<file path="src/sv/i2c_master_bit_engine_core_assert.svh">
// Assertion macros used by the I2C master bit engine top level.
`ifndef I2C_MASTER_BIT_ENGINE_CORE_ASSERT_SVH
`define I2C_MASTER_BIT_ENGINE_CORE_ASSERT_SVH

// Condition that must hold at every clock edge outside reset.
`define I2CMBE_ASSERT(label, cond, msg) \
  label: assert property (@(posedge clk) disable iff (rst) (cond)) else $error(msg);

// Same-cycle implication outside reset.
`define I2CMBE_ASSERT_IMP(label, ante, cons, msg) \
  label: assert property (@(posedge clk) disable iff (rst) (ante) |-> (cons)) else $error(msg);

`endif

</file>
<file path="src/sv/i2cmbe_pkg.sv">
// Types and constants of the I2C master bit engine.
package i2cmbe_pkg;

  localparam int QDEPTH = 4;
  localparam int QAW    = $clog2(QDEPTH);
  localparam int QCW    = $clog2(QDEPTH + 1);
  localparam logic [QCW-1:0] Q_DEPTH_CNT = QCW'(QDEPTH);

  localparam logic [15:0] HALF_PERIOD_RST = 16'd5;
  localparam logic [3:0]  BITS_PER_BYTE   = 4'd8;

  localparam logic [2:0] FUNC_TICK     = 3'd0;
  localparam logic [2:0] FUNC_RESERVED = 3'd7;

  typedef enum logic [2:0] {
    CMD_IDLE     = 3'd0,
    CMD_START    = 3'd1,
    CMD_STOP     = 3'd2,
    CMD_WRITE    = 3'd3,
    CMD_READ     = 3'd4,
    CMD_SEND_ACK = 3'd5,
    CMD_RECV_ACK = 3'd6
  } cmd_t;

  typedef enum logic [1:0] {
    IK_TICK,
    IK_CMD,
    IK_IGNORE
  } item_kind_t;

  typedef struct packed {
    item_kind_t kind;
    cmd_t       cmd;
    logic [7:0] data_byte;
    logic       ack_flag;
    logic       sda_in;
  } q_item_t;

  typedef struct packed {
    logic           full;
    logic           empty;
    logic [QCW-1:0] count;
  } q_stat_t;

  typedef struct packed {
    logic scl;
    logic sda;
    logic drive;
  } pins_t;

endpackage

</file>
<file path="src/sv/i2cmbe_ifs.sv">
// Channel interfaces: command/tick items, result items, configuration writes.
interface i2cmbe_cmd_if;
  logic       valid;
  logic       ready;
  logic [2:0] func;
  logic [7:0] data_byte;
  logic       ack_flag;
  logic       sda_in;
  modport source (output valid, func, data_byte, ack_flag, sda_in, input ready);
  modport sink   (input valid, func, data_byte, ack_flag, sda_in, output ready);
endinterface

interface i2cmbe_res_if;
  logic       valid;
  logic       ready;
  logic       scl_level;
  logic       sda_level;
  logic       sda_drive;
  logic       busy_res;
  logic       done_res;
  logic [7:0] read_data;
  logic       ack_seen;
  logic       rejected;
  modport source (output valid, scl_level, sda_level, sda_drive, busy_res, done_res,
                  read_data, ack_seen, rejected, input ready);
  modport sink   (input valid, scl_level, sda_level, sda_drive, busy_res, done_res,
                  read_data, ack_seen, rejected, output ready);
endinterface

interface i2cmbe_cfg_if;
  logic        valid;
  logic        ready;
  logic [15:0] data;
  modport source (output valid, data, input ready);
  modport sink   (input valid, data, output ready);
endinterface

</file>
<file path="src/sv/i2cmbe_front.sv">
// Front end: accepts items and classifies them as tick, command or ignored code.
module i2cmbe_front (
  i2cmbe_cmd_if.sink         cmd,
  input  i2cmbe_pkg::q_stat_t q_stat,
  output logic               q_push,
  output i2cmbe_pkg::q_item_t q_item
);

  assign cmd.ready = !q_stat.full;
  assign q_push    = cmd.valid && cmd.ready;

  always_comb begin
    q_item.data_byte = cmd.data_byte;
    q_item.ack_flag  = cmd.ack_flag;
    q_item.sda_in    = cmd.sda_in;
    q_item.cmd       = i2cmbe_pkg::CMD_IDLE;
    priority if (cmd.func == i2cmbe_pkg::FUNC_TICK) begin
      q_item.kind = i2cmbe_pkg::IK_TICK;
    end else if (cmd.func == i2cmbe_pkg::FUNC_RESERVED) begin
      q_item.kind = i2cmbe_pkg::IK_IGNORE;
    end else begin
      q_item.kind = i2cmbe_pkg::IK_CMD;
      q_item.cmd  = i2cmbe_pkg::cmd_t'(cmd.func);
    end
  end

endmodule

</file>
<file path="src/sv/i2cmbe_fifo.sv">
// Short item queue between the front end and the bit engine.
module i2cmbe_fifo (
  input  logic                clk,
  input  logic                rst,
  input  logic                push,
  input  i2cmbe_pkg::q_item_t push_item,
  input  logic                pop,
  output i2cmbe_pkg::q_item_t head,
  output i2cmbe_pkg::q_stat_t stat
);

  i2cmbe_pkg::q_item_t                mem [i2cmbe_pkg::QDEPTH];
  logic [i2cmbe_pkg::QAW-1:0]         wr_ptr;
  logic [i2cmbe_pkg::QAW-1:0]         rd_ptr;
  logic [i2cmbe_pkg::QCW-1:0]         count;

  always_ff @(posedge clk) begin
    if (push) begin
      mem[wr_ptr] <= push_item;
    end
  end

  always_ff @(posedge clk) begin
    if (rst) begin
      wr_ptr <= '0;
      rd_ptr <= '0;
      count  <= '0;
    end else begin
      if (push) wr_ptr <= wr_ptr + 1'b1;
      if (pop)  rd_ptr <= rd_ptr + 1'b1;
      unique case ({push, pop})
        2'b10:   count <= count + 1'b1;
        2'b01:   count <= count - 1'b1;
        default: count <= count;
      endcase
    end
  end

  assign head       = mem[rd_ptr];
  assign stat.count = count;
  assign stat.empty = (count == '0);
  assign stat.full  = (count == i2cmbe_pkg::Q_DEPTH_CNT);

endmodule

</file>
<file path="src/sv/i2cmbe_back.sv">
// Bit engine: phase timer, command sequencer, pin registers and result register.
module i2cmbe_back (
  input  logic                clk,
  input  logic                rst,
  input  logic                q_valid,
  input  i2cmbe_pkg::q_item_t q_item,
  output logic                q_pop,
  i2cmbe_cfg_if.sink          cfg,
  i2cmbe_res_if.source        res
);

  i2cmbe_pkg::cmd_t  active, active_next;
  logic [1:0]        phase_step, phase_step_next;
  logic [15:0]       tick_count, tick_count_next;
  logic [3:0]        bit_index, bit_index_next;
  logic [7:0]        shift_byte, shift_byte_next;
  logic              pending_ack, pending_ack_next;
  i2cmbe_pkg::pins_t pins, pins_next;
  logic              ack_reg, ack_reg_next;
  logic [7:0]        rx_byte, rx_byte_next;
  logic [15:0]       half_period;
  logic              done_next, rej_next, fin;
  logic              tick_wrap;
  logic              take;

  // Pin levels for a given command and phase.
  function automatic i2cmbe_pkg::pins_t apply_phase(
    input i2cmbe_pkg::cmd_t  c,
    input logic [1:0]        step,
    input logic [7:0]        sb,
    input logic              pend,
    input i2cmbe_pkg::pins_t p_in
  );
    i2cmbe_pkg::pins_t p;
    p = p_in;
    unique case (c)
      i2cmbe_pkg::CMD_START: begin
        p.drive = 1'b1;
        p.sda   = (step == 2'd0);
        p.scl   = (step < 2'd2);
      end
      i2cmbe_pkg::CMD_STOP: begin
        p.drive = 1'b1;
        p.sda   = (step != 2'd0);
        p.scl   = 1'b1;
      end
      i2cmbe_pkg::CMD_WRITE: begin
        p.drive = 1'b1;
        if (step == 2'd0) begin
          p.sda = sb[7];
          p.scl = 1'b1;
        end else begin
          p.scl = 1'b0;
        end
      end
      i2cmbe_pkg::CMD_READ: begin
        if (step < 2'd2) begin
          p.drive = 1'b0;
          p.scl   = (step == 2'd0);
        end else begin
          p.drive = 1'b1;
          p.sda   = !pend;
          p.scl   = (step == 2'd2);
        end
      end
      i2cmbe_pkg::CMD_SEND_ACK: begin
        p.drive = 1'b1;
        p.sda   = !pend;
        p.scl   = (step == 2'd0);
      end
      i2cmbe_pkg::CMD_RECV_ACK: begin
        p.drive = 1'b0;
        p.scl   = (step == 2'd0);
      end
      default: p = p_in;
    endcase
    return p;
  endfunction

  assign take      = q_valid && (!res.valid || res.ready);
  assign q_pop     = take;
  assign cfg.ready = 1'b1;
  assign tick_wrap = ({1'b0, tick_count} + 17'd1) >= {1'b0, half_period};

  // Next state of the sequencer for the item at the queue head.
  always_comb begin
    active_next      = active;
    phase_step_next  = phase_step;
    tick_count_next  = tick_count;
    bit_index_next   = bit_index;
    shift_byte_next  = shift_byte;
    pending_ack_next = pending_ack;
    pins_next        = pins;
    ack_reg_next     = ack_reg;
    rx_byte_next     = rx_byte;
    done_next        = 1'b0;
    rej_next         = 1'b0;
    fin              = 1'b0;
    unique case (q_item.kind)
      i2cmbe_pkg::IK_TICK: begin
        if (active != i2cmbe_pkg::CMD_IDLE) begin
          if (tick_wrap) begin
            tick_count_next = '0;
            unique case (active)
              i2cmbe_pkg::CMD_START: begin
                if (phase_step < 2'd2) phase_step_next = phase_step + 2'd1;
                else fin = 1'b1;
              end
              i2cmbe_pkg::CMD_STOP, i2cmbe_pkg::CMD_SEND_ACK: begin
                if (phase_step == 2'd0) phase_step_next = 2'd1;
                else fin = 1'b1;
              end
              i2cmbe_pkg::CMD_WRITE: begin
                if (phase_step == 2'd0) begin
                  phase_step_next = 2'd1;
                end else begin
                  shift_byte_next = {shift_byte[6:0], 1'b0};
                  bit_index_next  = bit_index + 4'd1;
                  if (bit_index_next >= i2cmbe_pkg::BITS_PER_BYTE) fin = 1'b1;
                  else phase_step_next = 2'd0;
                end
              end
              i2cmbe_pkg::CMD_READ: begin
                unique case (phase_step)
                  2'd0: begin
                    shift_byte_next = {shift_byte[6:0], q_item.sda_in};
                    phase_step_next = 2'd1;
                  end
                  2'd1: begin
                    bit_index_next = bit_index + 4'd1;
                    if (bit_index_next >= i2cmbe_pkg::BITS_PER_BYTE) begin
                      rx_byte_next    = shift_byte;
                      phase_step_next = 2'd2;
                    end else begin
                      phase_step_next = 2'd0;
                    end
                  end
                  2'd2:    phase_step_next = 2'd3;
                  default: fin = 1'b1;
                endcase
              end
              i2cmbe_pkg::CMD_RECV_ACK: begin
                if (phase_step == 2'd0) begin
                  ack_reg_next    = q_item.sda_in;
                  phase_step_next = 2'd1;
                end else begin
                  fin = 1'b1;
                end
              end
              default: fin = 1'b1;
            endcase
            if (fin) begin
              active_next     = i2cmbe_pkg::CMD_IDLE;
              phase_step_next = '0;
              bit_index_next  = '0;
              done_next       = 1'b1;
            end else begin
              pins_next = apply_phase(active, phase_step_next, shift_byte_next,
                                      pending_ack, pins);
            end
          end else begin
            tick_count_next = tick_count + 16'd1;
          end
        end
      end
      i2cmbe_pkg::IK_CMD: begin
        if (active != i2cmbe_pkg::CMD_IDLE) begin
          rej_next = 1'b1;
        end else begin
          active_next     = q_item.cmd;
          phase_step_next = '0;
          tick_count_next = '0;
          bit_index_next  = '0;
          if (q_item.cmd == i2cmbe_pkg::CMD_WRITE) shift_byte_next = q_item.data_byte;
          if (q_item.cmd == i2cmbe_pkg::CMD_READ) begin
            shift_byte_next = '0;
            pins_next.sda   = 1'b1;
          end
          if (q_item.cmd == i2cmbe_pkg::CMD_READ || q_item.cmd == i2cmbe_pkg::CMD_SEND_ACK) begin
            pending_ack_next = q_item.ack_flag;
          end
          pins_next = apply_phase(q_item.cmd, 2'd0, shift_byte_next,
                                  pending_ack_next, pins_next);
        end
      end
      default: begin
        // reserved code: no effect, timer does not advance
      end
    endcase
  end

  always_ff @(posedge clk) begin
    if (rst) begin
      active      <= i2cmbe_pkg::CMD_IDLE;
      phase_step  <= '0;
      tick_count  <= '0;
      bit_index   <= '0;
      shift_byte  <= '0;
      pending_ack <= 1'b0;
      pins        <= '{scl: 1'b1, sda: 1'b1, drive: 1'b1};
      ack_reg     <= 1'b0;
      rx_byte     <= '0;
    end else if (take) begin
      active      <= active_next;
      phase_step  <= phase_step_next;
      tick_count  <= tick_count_next;
      bit_index   <= bit_index_next;
      shift_byte  <= shift_byte_next;
      pending_ack <= pending_ack_next;
      pins        <= pins_next;
      ack_reg     <= ack_reg_next;
      rx_byte     <= rx_byte_next;
    end
  end

  always_ff @(posedge clk) begin
    if (rst) begin
      half_period <= i2cmbe_pkg::HALF_PERIOD_RST;
    end else if (cfg.valid && cfg.ready) begin
      half_period <= cfg.data;
    end
  end

  // Result register: parts the engine from the output stall.
  always_ff @(posedge clk) begin
    if (rst) begin
      res.valid <= 1'b0;
    end else if (take) begin
      res.valid <= 1'b1;
    end else if (res.ready) begin
      res.valid <= 1'b0;
    end
  end

  always_ff @(posedge clk) begin
    if (take) begin
      res.scl_level <= pins_next.scl;
      res.sda_level <= pins_next.drive ? pins_next.sda : 1'b1;
      res.sda_drive <= pins_next.drive;
      res.busy_res  <= (active_next != i2cmbe_pkg::CMD_IDLE);
      res.done_res  <= done_next;
      res.read_data <= rx_byte_next;
      res.ack_seen  <= ack_reg_next;
      res.rejected  <= rej_next;
    end
  end

endmodule

</file>
<file path="src/sv/i2c_master_bit_engine_core.sv">
// I2C master bit engine top level: front end, item queue, bit engine.
// A result is valid once its item has passed the queue write and then the result register;
// it is held while the output is stalled. Throughput: one tick or command item per cycle
// while the queue has room; the engine takes one queued item a cycle unless the output stalls.
// Bus timing comes from counting tick items, half_period ticks per pin phase.
// Reset (rst, synchronous): engine idle, SCL and SDA driven high, queue empty,
// half_period back to 5.
`include "i2c_master_bit_engine_core_assert.svh"

module i2c_master_bit_engine_core (
  input logic          clk,
  input logic          rst,
  i2cmbe_cmd_if.sink   cmd,
  i2cmbe_cfg_if.sink   cfg,
  i2cmbe_res_if.source res
);

  logic                q_push;
  logic                q_pop;
  i2cmbe_pkg::q_item_t q_in;
  i2cmbe_pkg::q_item_t q_head;
  i2cmbe_pkg::q_stat_t q_stat;

  i2cmbe_front u_front (
    .cmd    (cmd),
    .q_stat (q_stat),
    .q_push (q_push),
    .q_item (q_in)
  );

  i2cmbe_fifo u_fifo (
    .clk       (clk),
    .rst       (rst),
    .push      (q_push),
    .push_item (q_in),
    .pop       (q_pop),
    .head      (q_head),
    .stat      (q_stat)
  );

  i2cmbe_back u_back (
    .clk     (clk),
    .rst     (rst),
    .q_valid (!q_stat.empty),
    .q_item  (q_head),
    .q_pop   (q_pop),
    .cfg     (cfg),
    .res     (res)
  );

  `I2CMBE_ASSERT_IMP(a_done_idle, res.valid && res.done_res, !res.busy_res, "done while busy")
  `I2CMBE_ASSERT_IMP(a_rej_busy, res.valid && res.rejected, res.busy_res, "reject while idle")
  `I2CMBE_ASSERT(a_q_bound, q_stat.count <= i2cmbe_pkg::Q_DEPTH_CNT, "queue overfilled")
  `I2CMBE_ASSERT_IMP(a_pop_nonempty, q_pop, !q_stat.empty, "pop from empty queue")

endmodule
</file>
<file path="src/flat_wrapper.sv">
// flat-port wrapper written by rule: the top's interface ports become plain ports
module i2c_master_bit_engine_core_flat 
  (clk, rst, cmd_valid, cmd_func, cmd_data_byte, cmd_ack_flag, cmd_sda_in, cmd_ready, cfg_valid, cfg_data, cfg_ready, res_valid, res_scl_level, res_sda_level, res_sda_drive, res_busy_res, res_done_res, res_read_data, res_ack_seen, res_rejected, res_ready);
  i2cmbe_cmd_if cmd_i ();
  i2cmbe_cfg_if cfg_i ();
  i2cmbe_res_if res_i ();
  input logic clk;
  input logic rst;
  input wire logic [$bits(cmd_i.valid)-1:0] cmd_valid;
  input wire logic [$bits(cmd_i.func)-1:0] cmd_func;
  input wire logic [$bits(cmd_i.data_byte)-1:0] cmd_data_byte;
  input wire logic [$bits(cmd_i.ack_flag)-1:0] cmd_ack_flag;
  input wire logic [$bits(cmd_i.sda_in)-1:0] cmd_sda_in;
  output wire logic [$bits(cmd_i.ready)-1:0] cmd_ready;
  input wire logic [$bits(cfg_i.valid)-1:0] cfg_valid;
  input wire logic [$bits(cfg_i.data)-1:0] cfg_data;
  output wire logic [$bits(cfg_i.ready)-1:0] cfg_ready;
  output wire logic [$bits(res_i.valid)-1:0] res_valid;
  output wire logic [$bits(res_i.scl_level)-1:0] res_scl_level;
  output wire logic [$bits(res_i.sda_level)-1:0] res_sda_level;
  output wire logic [$bits(res_i.sda_drive)-1:0] res_sda_drive;
  output wire logic [$bits(res_i.busy_res)-1:0] res_busy_res;
  output wire logic [$bits(res_i.done_res)-1:0] res_done_res;
  output wire logic [$bits(res_i.read_data)-1:0] res_read_data;
  output wire logic [$bits(res_i.ack_seen)-1:0] res_ack_seen;
  output wire logic [$bits(res_i.rejected)-1:0] res_rejected;
  input wire logic [$bits(res_i.ready)-1:0] res_ready;
  assign cmd_i.valid = cmd_valid;
  assign cmd_i.func = cmd_func;
  assign cmd_i.data_byte = cmd_data_byte;
  assign cmd_i.ack_flag = cmd_ack_flag;
  assign cmd_i.sda_in = cmd_sda_in;
  assign cmd_ready = cmd_i.ready;
  assign cfg_i.valid = cfg_valid;
  assign cfg_i.data = cfg_data;
  assign cfg_ready = cfg_i.ready;
  assign res_valid = res_i.valid;
  assign res_scl_level = res_i.scl_level;
  assign res_sda_level = res_i.sda_level;
  assign res_sda_drive = res_i.sda_drive;
  assign res_busy_res = res_i.busy_res;
  assign res_done_res = res_i.done_res;
  assign res_read_data = res_i.read_data;
  assign res_ack_seen = res_i.ack_seen;
  assign res_rejected = res_i.rejected;
  assign res_i.ready = res_ready;
  i2c_master_bit_engine_core u_core (.clk(clk), .rst(rst), .cmd(cmd_i), .cfg(cfg_i), .res(res_i));
endmodule
</file>
<file path="config.mk">
export PLATFORM = sky130hd
export DESIGN_NAME = i2c_master_bit_engine_core_flat
export DESIGN_NICKNAME = d
export VERILOG_FILES = /design/src/sv/i2cmbe_pkg.sv /design/src/sv/i2cmbe_ifs.sv /design/src/sv/i2cmbe_front.sv /design/src/sv/i2cmbe_fifo.sv /design/src/sv/i2cmbe_back.sv /design/src/sv/i2c_master_bit_engine_core.sv /design/src/flat_wrapper.sv
export VERILOG_INCLUDE_DIRS = /design/src /design/src/sv
export SDC_FILE = /design/constraint.sdc
export NUM_CORES = 1
export LEC_CHECK = 0
export BUFFER_PORTS_ARGS = -buffer_cell sky130_fd_sc_hd__buf_2
export CORE_MARGIN = 2
export CORE_UTILIZATION = 45
export CTS_BUF_LIST = sky130_fd_sc_hd__clkbuf_4 sky130_fd_sc_hd__clkbuf_8 sky130_fd_sc_hd__clkbuf_16
export DETAILED_ROUTE_END_ITERATION = 8
export PLACE_DENSITY = 0.77
export RECOVER_POWER = 100
export SLEW_MARGIN = 20
export SYNTH_ARGS = -nofsm -noshare
export SYNTH_HDL_FRONTEND = slang
export SYNTH_HIERARCHICAL = 1
export SYNTH_SLANG_ARGS = --single-unit
</file>
<file path="constraint.sdc">
create_clock -name clk -period 3.9 [get_ports clk]
set_clock_uncertainty 0.05 [all_clocks]
set_input_delay 0.195 -clock clk [delete_from_list [all_inputs] [get_ports clk]]
set_output_delay 0.195 -clock clk [all_outputs]
set_load 0.005 [all_outputs]
</file>
==> results_dict.tcl <==
set metrics [dict create \
    netlist_area_sq_um 7420 \
    place_ws_ns 0.0832 \
    synth_nets 733 \
    insertedDiodeCount 0 \
    ys_ff_latch 147 \
    crit_buf_inv 0 \
    post-route-period-util_pct 94.1 \
    die-area_sq_um 17500 \
    seq_area_sq_um 3700 \
    clock_sinks 147 \
    seq_area_frac_synth_pct 49.8 \
    fin_crit_ns 3.67 \
    grt_max_degree 42 \
    crit_fanout 5 \
    htreeDepth 4 \
    async_reset_ff_share_pct 0 \
    final_max_slew_viol_count 0 \
    initial_core_util_pct 46.4 \
    grt_pass1_vias 5207 \
    hpwl_mm 10.6 \
    synth_top_flop_cell "edfxtp_1" \
    drive_gt1_share_pct 15.5 \
    crit_arrival_ns 3.78 \
    ys_types 82 \
    clock_latency_ns 0.42 \
    antenna_found_initial 0 \
    use_met3_pct 5.25 \
    tightest_slew_ns 1.24 \
    max_stage_delay_ns 0.40 \
    endpoint_kind "flop" \
    design_area_sq_um 8630 \
    maxCapViolations 0 \
    synth_edf_count 75 \
    syn_inst 671 \
    final-hold-violation-count 0 \
    routabilityCongestion 0.866 \
    dpl_cell_area_sq_um 7790 \
    cp-start-kind "flop" \
    hp-class "input pin to flop" \
    reg.largest.list "u_core/u_fifo/mem x60, u_core/u_back/half_period x16, u_core/u_back/tick_count x16" \
    gr-usage-met1_pct 23.9 \
    p_per_area_nw_per_um2 611 \
    crit_top_cell "nand3_1" \
    die_y_um 132 \
    synth_area_leaders "edfxtp_1 30%, dfxtp_1 19%, ha_1 4.6%" \
    regMostFlops "u_core/u_fifo/mem" \
    fmax_ghz 0.273 \
    drtPass1Iterations 6 \
    status "finished clean" \
    setup_ws_ns 0.231 \
    vias 5247 \
    fin_nets 798 \
    routed_wl_mm 15.8 \
    yosysWarnings 6 \
    io_pins 52 \
    syn_to_final_growth_pct 16.3 \
    via_per_inst 5.44 \
    grt_use_total_pct 18.9 \
    path_cells "ha_2 -> nand3_1 -> nor2_2 -> nand3_1 -> and2_1 -> or2_2 -> ha_1 -> nand4_2 -> nor4_4 -> o31ai_2 -> a31oi_4 -> nor2_1 -> or3_1 -> mux2_1" \
    largest_reg_flops 60 \
    die_w_um 132 \
    syn_avg_cell_area_sq_um 11.1 \
    crit_family "simple AND/OR/NAND/NOR gates" \
    num_rows 46 \
    relSlewSlack_pct 17.0 \
    drc 0 \
    fin_tns_setup_ns 0 \
    synth_top_area_share_pct 30.3 \
    layout_common_cells "75 x edfxtp_1, 71 x nor2_1, 69 x dfxtp_1" \
    grt_pass1_wl_mm 26.3 \
    top_usage_layer "met2" \
    stdcell_count 965 \
    grt_use_met2_pct 30.8 \
    cts-root-buf "clkbuf_16" \
    multiInputGateArea_sq_um 3350 \
    setup_viol 0 \
    grt.overflow.total 0 \
    cts_made_buffers 17 \
    core_sq_um 16000 \
    fillers 1405 \
    clk_pin_slew_ns 0.06 \
    clock_path_buffers 2 \
    peakVddDrop_v 0.000506 \
    portBuffers 50 \
    dp.cells 906 \
    drt_iter0_drc 439 \
    leakage_nw 3.22 \
    layout_commonest_cell "edfxtp_1" \
    routedWlPerCell_um 16.3 \
    cpMaxStageDelayCell "or3_1" \
    worstPathRequired_ns 4.01 \
    drtAntennaViolNets 0 \
    critical_path_class "flop to flop" \
    cts_tree "done" \
    netlist.top_cell.by_area "edfxtp_1" \
]
final timing paths:
| path | startpoint | endpoint | slack [ns] | cells after the start |
|---|---|---|---|---|
| min | res_ready | u_core/u_back/res.valid | 0.02 | 3 |
| min reg2reg | u_core/u_back/ack_reg | u_core/u_back/ack_reg | 0.41 | 2 |
| max reg2reg | u_core/u_back/tick_count[0] | u_core/u_back/res.ack_seen | 0.23 | 14 |
| max | u_core/u_back/tick_count[0] | u_core/u_back/res.ack_seen | 0.23 | 14 |
routing by layer:
| metal | vias up | wire length (um) |
|---|---|---|
| met5 | - | 0 |
| met4 | 0 | 304 |
| met3 | 22 | 802 |
| met2 | 125 | 7560 |
| met1 | 2514 | 7110 |
| li1 | 2586 | - |
repair_timing:
action | in CTS | in global routing
endpoints found under the setup margin | 0 | 28
gates resized for setup | 0 | 7
setup buffers | 0 | 1
hold buffers | 26 | 0
endpoints found under the hold margin | 56 | 0
tightest hold or removal path: cells and delay by family:
kind                   cells  cell delay [ns]
buffers and inverters      1             0.07
and+or+nand+nor            1             0.11
AOI/OAI and AO/OA          1             0.06
cells in the mapped netlist (all sizes together) (5+ instances only):
library cell   n
edfxtp        75
dfxtp         72
nor2          72
nand2         36
inv           34
a21oi         30
mux2i         30
ha            27
buf           24
clkbuf        20
nand3         19
nor2b         18
mux4          15
nor3          15
a22oi         14
o21ai         14
xnor2         13
nand2b        11
and2           9
mux2           9
a211oi         8
or3            8
a221oi         7
xor2           7
a21boi         6
a31oi          6
o211ai         6
and3           5
area by class of cell:
| type | instances | share of cell area, % |
|---|---|---|
| Clock buffer | 20 | 5.19 |
| Clock inverter | 12 | 1.73 |
| Inverter | 35 | 1.52 |
| Multi-Input combinational cell | 445 | 38.8 |
| Sequential cell | 147 | 42.8 |
| Tap cell | 216 | 3.13 |
| Timing Repair Buffer | 90 | 6.74 |
kinds of logic after synthesis:
family	count (synthesis)	share of synthesized area, %
other cells	1	0.0505
fa+ha+maj	28	4.82
compound gates	128	12.8
buf+inv	79	5.14
simple gates	214	14.8
flops	147	49.8
mux	54	10.2
xor+xnor	20	2.36
through the flow:
stage / total power, mW / hold WS (ns) / util (%)
3_3_place_gp: 3.62 / 0.358 / 48.7
4_1_cts: 5.32 / 0.00678 / 54.0
2_1_floorplan: 3.20 / 0.274 / -
5_1_grt: 5.57 / 0.0359 / 53.9
3_5_place_dp: 3.65 / 0.360 / 48.7
6_report: 5.27 / 0.0247 / 53.9
power by group:
part	total [mW]	switching [mW]	leakage, nW	internal, mW
sequential	2.09	0.180	1.28	1.91
combinational	1.55	0.951	1.65	0.602
clock	1.63	0.652	0.286	0.978
total	5.27	1.78	3.22	3.49
Power figures use the tool's default switching activity.
